## src/design/sdtq_pkg.sv

```systemverilog
// ----------------------------------------------------------------------------
// sdtq_pkg
// Types and constants shared by the sorted deadline timer queue.
// ----------------------------------------------------------------------------
package sdtq_pkg;

   localparam int TIME_W = 48;
   localparam int TAG_W  = 32;

   localparam logic [TIME_W-1:0] TIME_MAX = {TIME_W{1'b1}};

   // most timers popped by one check
   localparam int MAX_POPS = 8;

   localparam logic [1:0] OP_CREATE = 2'd0;
   localparam logic [1:0] OP_REMOVE = 2'd1;
   localparam logic [1:0] OP_CHECK  = 2'd2;

   localparam logic [2:0] ST_CREATED   = 3'd0;
   localparam logic [2:0] ST_REMOVED   = 3'd1;
   localparam logic [2:0] ST_NOT_FOUND = 3'd2;
   localparam logic [2:0] ST_EXPIRED   = 3'd3;
   localparam logic [2:0] ST_FULL      = 3'd4;

   typedef enum logic [3:0] {
      S_IDLE,
      S_CR_START,
      S_CR_RDORD,
      S_CR_RDSLOT,
      S_CR_CMP,
      S_CR_PLACE,
      S_RM_START,
      S_RM_RDORD,
      S_RM_STEP,
      S_RM_END,
      S_CK_HEAD,
      S_CK_RDSLOT,
      S_CK_CMP,
      S_CK_SHRD,
      S_CK_SHWR,
      S_CK_FINAL
   } sdtq_state_type;

   // per-cycle command to the slot store
   typedef struct packed {
      logic rd_en;
      logic wr_en;
      logic clr_valid;
   } sdtq_slot_cmd_type;

endpackage

```

## src/design/sdtq_slot_store.sv

```systemverilog
// ----------------------------------------------------------------------------
// sdtq_slot_store
// Per-slot timer data memory with valid bits and lowest-free-slot search.
// ----------------------------------------------------------------------------
module sdtq_slot_store
   import sdtq_pkg::*;
#(
   parameter int DEPTH = 8,
   localparam int SW = $clog2(DEPTH)
) (
   input  logic              clock,
   input  logic              reset,
   input  sdtq_slot_cmd_type cmd,
   input  logic [SW-1:0]     rd_addr,
   input  logic [SW-1:0]     wr_addr,
   input  logic [SW-1:0]     clr_addr,
   input  logic [TIME_W-1:0] wr_deadline,
   input  logic [TAG_W-1:0]  wr_tag,
   input  logic              wr_wakes,
   output logic [TIME_W-1:0] rd_deadline,
   output logic [TAG_W-1:0]  rd_tag,
   output logic              rd_wakes,
   output logic [DEPTH-1:0]  valid,
   output logic              free_found,
   output logic [SW-1:0]     free_slot
);

   logic [TIME_W-1:0] deadline_mem [DEPTH];
   logic [TAG_W-1:0]  tag_mem      [DEPTH];
   logic              wakes_mem    [DEPTH];

   logic [TIME_W-1:0] rd_deadline_ff;
   logic [TAG_W-1:0]  rd_tag_ff;
   logic              rd_wakes_ff;

   logic [DEPTH-1:0]  valid_ff;
   logic [DEPTH-1:0]  valid_in;

   always_ff @(posedge clock) begin
      if (cmd.wr_en) begin
         deadline_mem[wr_addr] <= wr_deadline;
         tag_mem[wr_addr]      <= wr_tag;
         wakes_mem[wr_addr]    <= wr_wakes;
      end
      if (cmd.rd_en) begin
         rd_deadline_ff <= deadline_mem[rd_addr];
         rd_tag_ff      <= tag_mem[rd_addr];
         rd_wakes_ff    <= wakes_mem[rd_addr];
      end
   end

   always_comb begin
      valid_in = valid_ff;
      if (cmd.wr_en) begin
         valid_in[wr_addr] = 1'b1;
      end
      if (cmd.clr_valid) begin
         valid_in[clr_addr] = 1'b0;
      end
   end

   always_ff @(posedge clock) begin
      if (reset) begin
         valid_ff <= '0;
      end else begin
         valid_ff <= valid_in;
      end
   end

   // lowest free slot wins
   always_comb begin
      free_found = 1'b0;
      free_slot  = '0;
      for (int i = DEPTH - 1; i >= 0; i--) begin
         if (!valid_ff[i]) begin
            free_found = 1'b1;
            free_slot  = SW'(i);
         end
      end
   end

   assign rd_deadline = rd_deadline_ff;
   assign rd_tag      = rd_tag_ff;
   assign rd_wakes    = rd_wakes_ff;
   assign valid       = valid_ff;

endmodule

```

## src/design/sdtq_order_mem.sv

```systemverilog
// ----------------------------------------------------------------------------
// sdtq_order_mem
// Sorted list of slot numbers, one write and one registered read per cycle.
// ----------------------------------------------------------------------------
module sdtq_order_mem
   import sdtq_pkg::*;
#(
   parameter int DEPTH = 8,
   localparam int SW = $clog2(DEPTH)
) (
   input  logic          clock,
   input  logic          wr_en,
   input  logic [SW-1:0] wr_addr,
   input  logic [SW-1:0] wr_data,
   input  logic [SW-1:0] rd_addr,
   output logic [SW-1:0] rd_data
);

   logic [SW-1:0] order_mem [DEPTH];
   logic [SW-1:0] rd_data_ff;

   always_ff @(posedge clock) begin
      if (wr_en) begin
         order_mem[wr_addr] <= wr_data;
      end
      rd_data_ff <= order_mem[rd_addr];
   end

   assign rd_data = rd_data_ff;

endmodule

```

## src/design/sorted_deadline_timer_queue.sv

```systemverilog
// ----------------------------------------------------------------------------
// sorted_deadline_timer_queue
// Pending timers kept in deadline order: create, remove and expiry check.
// ----------------------------------------------------------------------------
// Requests transfer on req_* when req_valid is high and req_stall is low;
// results transfer on rsp_* the same way with rsp_stall from the receiver.
// One request is worked at a time. Timer data lives in a slot memory, the
// deadline order in a position memory, both with registered reads; the walk
// over the sorted list makes one memory read per step:
//   create: a full queue is answered with ST_FULL without a walk; otherwise
//           the walk starts at the tail and shifts each timer later than
//           the new deadline up one position, stopping at the first that is not later or at the head
//   remove: walks the whole list and closes the gap; a bad handle gets ST_NOT_FOUND without a walk
//   check : pops due timers from the head, shifting the rest down after each,
//           until the list is empty, eight were popped or the head is not due
// The final result enters the output register on the edge that drops
// req_stall; the next request can transfer in the cycle after. Each result
// waits in the output register while rsp_stall is high; the sequencer waits
// only when it has a further result to load. Reset clears all valid bits,
// the pending count, the sequencer and rsp_valid; no clearing pass is needed.
// ----------------------------------------------------------------------------
module sorted_deadline_timer_queue
   import sdtq_pkg::*;
#(
   parameter int DEPTH = 8
) (
   input  logic              clock,
   input  logic              reset,
   input  logic              req_valid,
   output logic              req_stall,
   input  logic [1:0]        req_opcode,
   input  logic [TIME_W-1:0] req_now_time,
   input  logic [31:0]       req_delta,
   input  logic              req_wake_thread,
   input  logic [TAG_W-1:0]  req_tag,
   input  logic [2:0]        req_handle,
   output logic              rsp_valid,
   input  logic              rsp_stall,
   output logic [2:0]        rsp_status,
   output logic [2:0]        rsp_slot,
   output logic [TAG_W-1:0]  rsp_expired_tag,
   output logic              rsp_expired_wakes_thread,
   output logic [TIME_W-1:0] rsp_deadline,
   output logic              rsp_last
);

   localparam int SW = $clog2(DEPTH);
   localparam int CW = $clog2(DEPTH + 1);
   localparam logic [6:0] DEPTH_V = 7'(DEPTH);

   sdtq_state_type state_ff, state_in;

   logic [TIME_W-1:0] now_ff, now_in;
   logic [TIME_W-1:0] dl_ff, dl_in;
   logic [TAG_W-1:0]  tag_ff, tag_in;
   logic              wake_ff, wake_in;
   logic [2:0]        handle_ff, handle_in;
   logic [SW-1:0]     new_slot_ff, new_slot_in;
   logic [SW-1:0]     prev_ff, prev_in;
   logic [CW-1:0]     idx_ff, idx_in;
   logic [CW-1:0]     count_ff, count_in;
   logic              found_ff, found_in;
   logic [3:0]        pops_ff, pops_in;
   logic              held_valid_ff, held_valid_in;
   logic [2:0]        held_status_ff, held_status_in;
   logic [2:0]        held_slot_ff, held_slot_in;
   logic [TAG_W-1:0]  held_tag_ff, held_tag_in;
   logic              held_wakes_ff, held_wakes_in;
   logic [TIME_W-1:0] held_deadline_ff, held_deadline_in;

   logic              rsp_valid_ff, rsp_valid_in;
   logic [2:0]        rsp_status_ff;
   logic [2:0]        rsp_slot_ff;
   logic [TAG_W-1:0]  rsp_tag_ff;
   logic              rsp_wakes_ff;
   logic [TIME_W-1:0] rsp_deadline_ff;
   logic              rsp_last_ff;

   logic              out_load;
   logic              out_last;

   sdtq_slot_cmd_type slot_cmd;
   logic [SW-1:0]     slot_rd_addr;
   logic [SW-1:0]     slot_clr_addr;
   logic [TIME_W-1:0] slot_rd_deadline;
   logic [TAG_W-1:0]  slot_rd_tag;
   logic              slot_rd_wakes;
   logic [DEPTH-1:0]  slot_valid;
   logic              free_found;
   logic [SW-1:0]     free_slot;

   logic              order_wr_en;
   logic [SW-1:0]     order_wr_addr;
   logic [SW-1:0]     order_wr_data;
   logic [SW-1:0]     order_rd_addr;
   logic [SW-1:0]     order_rd_data;

   logic              req_accept;
   logic              out_free;
   logic [49:0]       sum;
   logic [TIME_W-1:0] sat_dl;
   logic [SW-1:0]     h_idx;
   logic              handle_ok;
   logic [CW-1:0]     idx_m1;
   logic [CW-1:0]     idx_p1;
   logic              due;
   logic              later;
   logic              pops_done;

   sdtq_slot_store #(.DEPTH(DEPTH)) u_slot_store (
      .clock       (clock),
      .reset       (reset),
      .cmd         (slot_cmd),
      .rd_addr     (slot_rd_addr),
      .wr_addr     (new_slot_ff),
      .clr_addr    (slot_clr_addr),
      .wr_deadline (dl_ff),
      .wr_tag      (tag_ff),
      .wr_wakes    (wake_ff),
      .rd_deadline (slot_rd_deadline),
      .rd_tag      (slot_rd_tag),
      .rd_wakes    (slot_rd_wakes),
      .valid       (slot_valid),
      .free_found  (free_found),
      .free_slot   (free_slot)
   );

   sdtq_order_mem #(.DEPTH(DEPTH)) u_order_mem (
      .clock   (clock),
      .wr_en   (order_wr_en),
      .wr_addr (order_wr_addr),
      .wr_data (order_wr_data),
      .rd_addr (order_rd_addr),
      .rd_data (order_rd_data)
   );

   assign req_stall  = (state_ff != S_IDLE);
   assign req_accept = req_valid && (state_ff == S_IDLE);
   assign out_free   = !rsp_valid_ff || !rsp_stall;

   // now + delta, saturated into the time range
   assign sum = $signed({2'b00, req_now_time}) + $signed({{18{req_delta[31]}}, req_delta});
   always_comb begin
      if (sum[49]) begin
         sat_dl = '0;
      end else if (sum[48]) begin
         sat_dl = TIME_MAX;
      end else begin
         sat_dl = sum[TIME_W-1:0];
      end
   end

   assign h_idx     = SW'(handle_ff);
   assign handle_ok = ({4'b0000, handle_ff} < DEPTH_V) && slot_valid[h_idx];
   assign idx_m1    = idx_ff - CW'(1);
   assign idx_p1    = idx_ff + CW'(1);
   assign due       = slot_rd_deadline < now_ff;
   assign later     = slot_rd_deadline > dl_ff;
   assign pops_done = (pops_ff == 4'(MAX_POPS));

   // next state
   always_comb begin
      state_in = state_ff;
      case (state_ff)
         S_IDLE: begin
            if (req_accept) begin
               case (req_opcode)
                  OP_CREATE: state_in = S_CR_START;
                  OP_REMOVE: state_in = S_RM_START;
                  OP_CHECK:  state_in = S_CK_HEAD;
                  default:   state_in = S_IDLE;
               endcase
            end
         end
         S_CR_START: begin
            if (!free_found) begin
               state_in = S_CK_FINAL;
            end else if (count_ff == '0) begin
               state_in = S_CR_PLACE;
            end else begin
               state_in = S_CR_RDORD;
            end
         end
         S_CR_RDORD:  state_in = S_CR_RDSLOT;
         S_CR_RDSLOT: state_in = S_CR_CMP;
         S_CR_CMP: begin
            if (later && (idx_ff != CW'(1))) begin
               state_in = S_CR_RDORD;
            end else begin
               state_in = S_CR_PLACE;
            end
         end
         S_CR_PLACE: state_in = S_CK_FINAL;
         S_RM_START: begin
            if (!handle_ok) begin
               state_in = S_CK_FINAL;
            end else begin
               state_in = S_RM_RDORD;
            end
         end
         S_RM_RDORD: state_in = S_RM_STEP;
         S_RM_STEP: begin
            if (idx_p1 == count_ff) begin
               state_in = S_RM_END;
            end else begin
               state_in = S_RM_RDORD;
            end
         end
         S_RM_END: state_in = S_CK_FINAL;
         S_CK_HEAD: begin
            if ((count_ff == '0) || pops_done) begin
               state_in = S_CK_FINAL;
            end else begin
               state_in = S_CK_RDSLOT;
            end
         end
         S_CK_RDSLOT: state_in = S_CK_CMP;
         S_CK_CMP: begin
            if (!due) begin
               state_in = S_CK_FINAL;
            end else if (held_valid_ff && !out_free) begin
               state_in = S_CK_CMP;
            end else begin
               state_in = S_CK_SHRD;
            end
         end
         S_CK_SHRD: begin
            if (idx_ff > count_ff) begin
               state_in = S_CK_HEAD;
            end else begin
               state_in = S_CK_SHWR;
            end
         end
         S_CK_SHWR: state_in = S_CK_SHRD;
         S_CK_FINAL: begin
            // holds the final result until the output register is free
            if (!held_valid_ff || out_free) begin
               state_in = S_IDLE;
            end
         end
         default: state_in = S_IDLE;
      endcase
   end

   // datapath and memory commands
   always_comb begin
      now_in           = now_ff;
      dl_in            = dl_ff;
      tag_in           = tag_ff;
      wake_in          = wake_ff;
      handle_in        = handle_ff;
      new_slot_in      = new_slot_ff;
      prev_in          = prev_ff;
      idx_in           = idx_ff;
      count_in         = count_ff;
      found_in         = found_ff;
      pops_in          = pops_ff;
      held_valid_in    = held_valid_ff;
      held_status_in   = held_status_ff;
      held_slot_in     = held_slot_ff;
      held_tag_in      = held_tag_ff;
      held_wakes_in    = held_wakes_ff;
      held_deadline_in = held_deadline_ff;
      slot_cmd         = '0;
      slot_rd_addr     = '0;
      slot_clr_addr    = '0;
      order_wr_en      = 1'b0;
      order_wr_addr    = '0;
      order_wr_data    = '0;
      order_rd_addr    = '0;
      out_load         = 1'b0;
      out_last         = 1'b0;
      case (state_ff)
         S_IDLE: begin
            if (req_accept) begin
               now_in        = req_now_time;
               dl_in         = sat_dl;
               tag_in        = req_tag;
               wake_in       = req_wake_thread;
               handle_in     = req_handle;
               pops_in       = '0;
               held_valid_in = 1'b0;
            end
         end
         S_CR_START: begin
            new_slot_in = free_slot;
            idx_in      = count_ff;
            if (!free_found) begin
               held_valid_in    = 1'b1;
               held_status_in   = ST_FULL;
               held_slot_in     = '0;
               held_tag_in      = '0;
               held_wakes_in    = 1'b0;
               held_deadline_in = dl_ff;
            end
         end
         S_CR_RDORD: begin
            order_rd_addr = idx_m1[SW-1:0];
         end
         S_CR_RDSLOT: begin
            slot_cmd.rd_en = 1'b1;
            slot_rd_addr   = order_rd_data;
            prev_in        = order_rd_data;
         end
         S_CR_CMP: begin
            if (later) begin
               order_wr_en   = 1'b1;
               order_wr_addr = idx_ff[SW-1:0];
               order_wr_data = prev_ff;
               idx_in        = idx_m1;
            end
         end
         S_CR_PLACE: begin
            order_wr_en      = 1'b1;
            order_wr_addr    = idx_ff[SW-1:0];
            order_wr_data    = new_slot_ff;
            slot_cmd.wr_en   = 1'b1;
            count_in         = count_ff + CW'(1);
            held_valid_in    = 1'b1;
            held_status_in   = ST_CREATED;
            held_slot_in     = 3'(new_slot_ff);
            held_tag_in      = '0;
            held_wakes_in    = 1'b0;
            held_deadline_in = dl_ff;
         end
         S_RM_START: begin
            slot_cmd.rd_en = 1'b1;
            slot_rd_addr   = h_idx;
            idx_in         = '0;
            found_in       = 1'b0;
            if (!handle_ok) begin
               held_valid_in    = 1'b1;
               held_status_in   = ST_NOT_FOUND;
               held_slot_in     = handle_ff;
               held_tag_in      = '0;
               held_wakes_in    = 1'b0;
               held_deadline_in = '0;
            end
         end
         S_RM_RDORD: begin
            order_rd_addr = idx_ff[SW-1:0];
         end
         S_RM_STEP: begin
            if (found_ff) begin
               order_wr_en   = 1'b1;
               order_wr_addr = idx_m1[SW-1:0];
               order_wr_data = order_rd_data;
            end
            if (order_rd_data == h_idx) begin
               found_in = 1'b1;
            end
            idx_in = idx_p1;
         end
         S_RM_END: begin
            slot_cmd.clr_valid = 1'b1;
            slot_clr_addr      = h_idx;
            count_in           = count_ff - CW'(1);
            held_valid_in      = 1'b1;
            held_status_in     = ST_REMOVED;
            held_slot_in       = handle_ff;
            held_tag_in        = '0;
            held_wakes_in      = 1'b0;
            held_deadline_in   = slot_rd_deadline;
         end
         S_CK_HEAD: begin
            order_rd_addr = '0;
         end
         S_CK_RDSLOT: begin
            slot_cmd.rd_en = 1'b1;
            slot_rd_addr   = order_rd_data;
            prev_in        = order_rd_data;
         end
         S_CK_CMP: begin
            if (due && (!held_valid_ff || out_free)) begin
               out_load           = held_valid_ff;
               out_last           = 1'b0;
               held_valid_in      = 1'b1;
               held_status_in     = ST_EXPIRED;
               held_slot_in       = 3'(prev_ff);
               held_tag_in        = slot_rd_tag;
               held_wakes_in      = slot_rd_wakes;
               held_deadline_in   = slot_rd_deadline;
               slot_cmd.clr_valid = 1'b1;
               slot_clr_addr      = prev_ff;
               count_in           = count_ff - CW'(1);
               pops_in            = pops_ff + 4'd1;
               idx_in             = CW'(1);
            end
         end
         S_CK_SHRD: begin
            order_rd_addr = idx_ff[SW-1:0];
         end
         S_CK_SHWR: begin
            order_wr_en   = 1'b1;
            order_wr_addr = idx_m1[SW-1:0];
            order_wr_data = order_rd_data;
            idx_in        = idx_p1;
         end
         S_CK_FINAL: begin
            if (held_valid_ff && out_free) begin
               out_load      = 1'b1;
               out_last      = 1'b1;
               held_valid_in = 1'b0;
            end
         end
         default: begin
         end
      endcase
   end

   assign rsp_valid_in = out_load || (rsp_valid_ff && rsp_stall);

   always_ff @(posedge clock) begin
      if (reset) begin
         state_ff      <= S_IDLE;
         count_ff      <= '0;
         held_valid_ff <= 1'b0;
         rsp_valid_ff  <= 1'b0;
         pops_ff       <= '0;
         found_ff      <= 1'b0;
      end else begin
         state_ff      <= state_in;
         count_ff      <= count_in;
         held_valid_ff <= held_valid_in;
         rsp_valid_ff  <= rsp_valid_in;
         pops_ff       <= pops_in;
         found_ff      <= found_in;
      end
   end

   always_ff @(posedge clock) begin
      now_ff           <= now_in;
      dl_ff            <= dl_in;
      tag_ff           <= tag_in;
      wake_ff          <= wake_in;
      handle_ff        <= handle_in;
      new_slot_ff      <= new_slot_in;
      prev_ff          <= prev_in;
      idx_ff           <= idx_in;
      held_status_ff   <= held_status_in;
      held_slot_ff     <= held_slot_in;
      held_tag_ff      <= held_tag_in;
      held_wakes_ff    <= held_wakes_in;
      held_deadline_ff <= held_deadline_in;
      if (out_load) begin
         rsp_status_ff   <= held_status_ff;
         rsp_slot_ff     <= held_slot_ff;
         rsp_tag_ff      <= held_tag_ff;
         rsp_wakes_ff    <= held_wakes_ff;
         rsp_deadline_ff <= held_deadline_ff;
         rsp_last_ff     <= out_last;
      end
   end

   assign rsp_valid                = rsp_valid_ff;
   assign rsp_status               = rsp_status_ff;
   assign rsp_slot                 = rsp_slot_ff;
   assign rsp_expired_tag          = rsp_tag_ff;
   assign rsp_expired_wakes_thread = rsp_wakes_ff;
   assign rsp_deadline             = rsp_deadline_ff;
   assign rsp_last                 = rsp_last_ff;

endmodule
```

## config.mk

```make
export PLATFORM = sky130hd
export DESIGN_NAME = sorted_deadline_timer_queue
export DESIGN_NICKNAME = d
export VERILOG_FILES = /design/src/design/sdtq_pkg.sv /design/src/design/sdtq_slot_store.sv /design/src/design/sdtq_order_mem.sv /design/src/design/sorted_deadline_timer_queue.sv
export SDC_FILE = /design/constraint.sdc
export NUM_CORES = 2
export LEC_CHECK = 0
export BUFFER_PORTS_ARGS = -buffer_cell sky130_fd_sc_hd__buf_2
export CAP_MARGIN = 20
export CELL_PAD_IN_SITES_DETAIL_PLACEMENT = 0
export CELL_PAD_IN_SITES_GLOBAL_PLACEMENT = 2
export CORE_UTILIZATION = 47
export DETAILED_ROUTE_END_ITERATION = 6
export PLACE_DENSITY_LB_ADDON = 0.1
export SLEW_MARGIN = 20
export SYNTH_ARGS = -nofsm -noshare
export SYNTH_HDL_FRONTEND = slang
export SYNTH_SLANG_ARGS = --single-unit
```

## constraint.sdc

```tcl
create_clock -name clock -period 8.59 [get_ports clock]
set_input_delay 1.718 -clock clock [delete_from_list [all_inputs] [get_ports clock]]
set_output_delay 1.718 -clock clock [all_outputs]
set_load 0.005 [all_outputs]
```

==> summary.txt <==
Run status
  • Status: finished, violations left
  • Failing checks: design-rule violations

Worst setup path
  • Crit Path Class: input pin to flop
  • Worst setup path startpoint: req_now_time[10]
  • CP Data Required Time: 9120 ps
  • Critical path arrival: 5810 ps
  • Worst r2r path cells: 10
  • CP max FO: 32
  • Delay-heaviest family, CP: compound AO/OA/AOI/OAI gates
  • Most frequent CP cell: a211oi_1
  • CP peak stage delay: 720 ps
  • Worst r2r src: u_slot_store.rd_deadline[25]$_DFFE_PP_
  • Levels on crit path: 12
  • Startpoint Class: input pin
  • Worst path cell trace: buf_2 -> ha_1 -> a21oi_1 -> o22ai_1 -> a211oi_1 -> o32ai_1 -> o2111ai_2 -> a211oi_1 -> o2111a_1 -> a211oi_4 -> buf_4 -> o21a_1
  • Critical Path Sink Type: flop
  • CP bufs+invs: 2
  • CP max-delay cell: a211oi_1

Clock tree
  • Worst-Skew Late Latency: 720 ps
  • Clock root buffer: clkbuf_16
  • Setup Buffers After CTS: 0
  • Post-cts repair resize count: 0
  • Clock Path Buffers: 3
  • CTS sink cnt: 1096
  • CTS Buf Count: 115
  • H-tree depth: 3
  • CTS clk-pin slew, worst paths: 60 ps
  • CTS Hold Bufs: 0
  • CTS tree: yes

Power and ir drop
  • Seq pwr share: 48.1%
  • Sw Pwr: 4.36 mW
  • Maximum VDD drop: 0.217 mV
  • PwrDens: 289 nW/um2
  • Combinational share of power: 18.9%
  • Leak: 18.8 nW
  • Clk pwr share: 33.0%
  • Net Sw Frac: 28.6%
  • Cell-internal power: 10.9 mW

Global route
  • Number of antenna violations at the first check in global routing: 1
  • Largest net degree at the start of global routing: 93
  • Grt ovf: 0
  • Vias in the first global route: 25600
  • First-pass GRT wire length: 166000 um
  • GRT Util Overall: 22.7%

Floorplanning
  • Die area: 99500 um2
  • Io pins: 212
  • Die Span Y: 315 um
  • CORE AREA: 97000 um2
  • Row count: 114
  • Die Wd: 315 um
  • Starting Density: 47.6%

STA
  • Period utilization: 61.4%
  • Relative slew slack: 29.6%
  • Fin. Hold Viols: 0
  • PnR worst setup slack: 3320 ps
  • Fin Setup TNS: 0 ps
  • Skew final: 56.3 ps
  • Max-slew violations: 0
  • Slew @ Worst Pin: 1060 ps
  • Final setup vio count: 0
  • Max Fclk: 0.190 GHz
  • RSZ-0062 raised after global routing: no
  • Post-layout minimum cycle time: 5270 ps

Logic synthesis
  • Synth warnings: 0
  • Synthesized instance count: 2681
  • Syn Nets: 2963
  • Prevailing post-synth register cell: edfxtp_1
  • Seq/Total Area, Yosys: 70.7%
  • Synth area leader: edfxtp_1
  • Netlist cell types: 79
  • Main area contributors after synthesis: edfxtp_1 70%, mux4_2 8.0%, ha_1 4.3%, mux2_2 2.2%, a21oi_1 1.3%
  • EDFF count, synth: 1070
  • Post-synth top area share: 69.6%
  • Synthesized area: 46200 um2
  • Mean Syn Cell Area: 17.2 um2
  • Yosys reg bits: 1096
  • Asr flop ratio synth: 0%

Route
  • DRT iter0 DRCs: 2181
  • Post-route DRC: 13
  • Post-route ant nets: 0
  • Iteration count of the initial detailed-routing pass: 7
  • Final WL: 112000 um
  • Vias per inst: 5.80
  • DR WL/cell: 25.9 um
  • Via count: 25100

Min path
  • Hold crit path type: flop to flop
  • Worst Min Path Start: held_deadline_ff[36]$_DFFE_PP_
  • WHS Path Cells: 0

Layout
  • # nets final: 3228
  • Most frequent cells in the layout: 1070 x edfxtp_1, 211 x buf_2, 164 x mux4_2
  • Layout area overhead: 14.2%
  • Share of layout cells above drive strength 1: 23.6%
  • Final cell count without fillers: 4319
  • N_diodes: 0
  • Commonest non-fill, non-tap cell in the layout: edfxtp_1

Placed design
  • HPWL Detailed: 66400 um
  • Port Buffers: 211
  • Gpl congestion: 0.838
  • Placed Cells incl. Taps: 4105
  • DP Worst Slack: 2630 ps

Run
  • MaxCap Viol Count: 0
stage by stage:
stage,area [um2],util [%],hold slack (ps),power [mW]
floorplan,46200,-,400,9.22
global placement,48900,50.4,400,10.3
detailed placement,48900,50.4,405,10.3
CTS,52700,54.3,391,15.4
global route,52700,54.3,404,15.9
finish,52700,54.3,402,15.2
path summary, 6_finish.rpt:
check | endpoint | slack, ps
max | dl_ff[2]$_SDFFCE_PP0P_ | 3320
min reg2reg | rsp_deadline[36]$_DFFE_PP_ | 400
max reg2reg | rsp_deadline[8]$_DFFE_PP_ | 3850
min | rsp_deadline[36]$_DFFE_PP_ | 400
power groups by stage:
stage / Sequential [mW] / Clock (mW) / Combinational (mW)
final: 7.32 / 5.02 / 2.87
after global routing: 7.39 / 5.33 / 3.14
after CTS: 7.32 / 5.13 / 2.92
after detailed placement: 7.43 / 0 / 2.90
after global placement: 7.40 / 0 / 2.87
after floorplan: 7.27 / 0 / 1.96
logic make-up (layout without fill, tap and decap cells):
| kind of cell | Yosys count | in the layout | synth area share [%] |
|---|---|---|---|
| flops | 1096 | 1096 | 70.7 |
| compound gates | 488 | 488 | 7.29 |
| simple gates | 380 | 380 | 4.17 |
| mux | 265 | 265 | 10.4 |
| buf+inv | 245 | 607 | 2.10 |
| fa+ha+maj | 162 | 162 | 4.41 |
| xor+xnor | 45 | 45 | 0.854 |
metal layers:
metal | wire length (um) | global-route usage (%) | vias up
li1 | - | - | 11200
met1 | 50300 | 32.4 | 13000
met2 | 54200 | 37.1 | 667
met3 | 4900 | 2.99 | 154
met4 | 2440 | 5.75 | 0
met5 | 0 | 0 | -
cell type report:
cell class / instances / area (um2)
fillers: 7717 / 44300
flip-flops and latches: 1096 / 32700
multi-input cells: 1340 / 12700
clock buffers: 137 / 2980
well taps: 1276 / 1600
repair buffers: 254 / 1400
clock inverters: 77 / 863
inverters: 139 / 529
synth_stat cells (all sizes together), types with 7 or more instances:
library cell  number
nand2             93
nor2b             18
a31oi             13
edfxtp          1070
o31ai              7
o21a              55
mux2i             11
mux4             164
a21oi            120
xnor2             28
buf               38
ha               158
o211ai            12
nand3             28
and2              41
nand4             36
inv              137
nor2              83
mux2              90
o21bai             9
clkbuf            68
nand2b            17
dfxtp             26
a21o              63
a22o              52
xor2              17
o31a               7
o21ai             67
nor3              24
a211oi            12
worst reg2reg max path, delay by kind of cell, from the launching register on:
kind	cells	cell delay, ps
flops	1	520
compound gates	7	2050
buf+inv	2	1340
fa+ha+maj	1	360
state kept, by name, summed over array words and instances (netlist names), 4 cells and up:
register                   flops
held_tag_ff                   32
rsp_deadline                  48
u_slot_store.rd_tag           32
u_slot_store.rd_deadline      48
tag_ff                        32
u_slot_store.tag_mem         256
state_ff                       4
count_ff                       4
u_slot_store.wakes_mem         8
rsp_expired_tag               32
u_slot_store.valid             8
held_deadline_ff              48
dl_ff                         48
pops_ff                        4
now_ff                        48
idx_ff                         4
u_order_mem.order_mem         24
u_slot_store.deadline_mem    384
(Power assumes the default switching activity.)
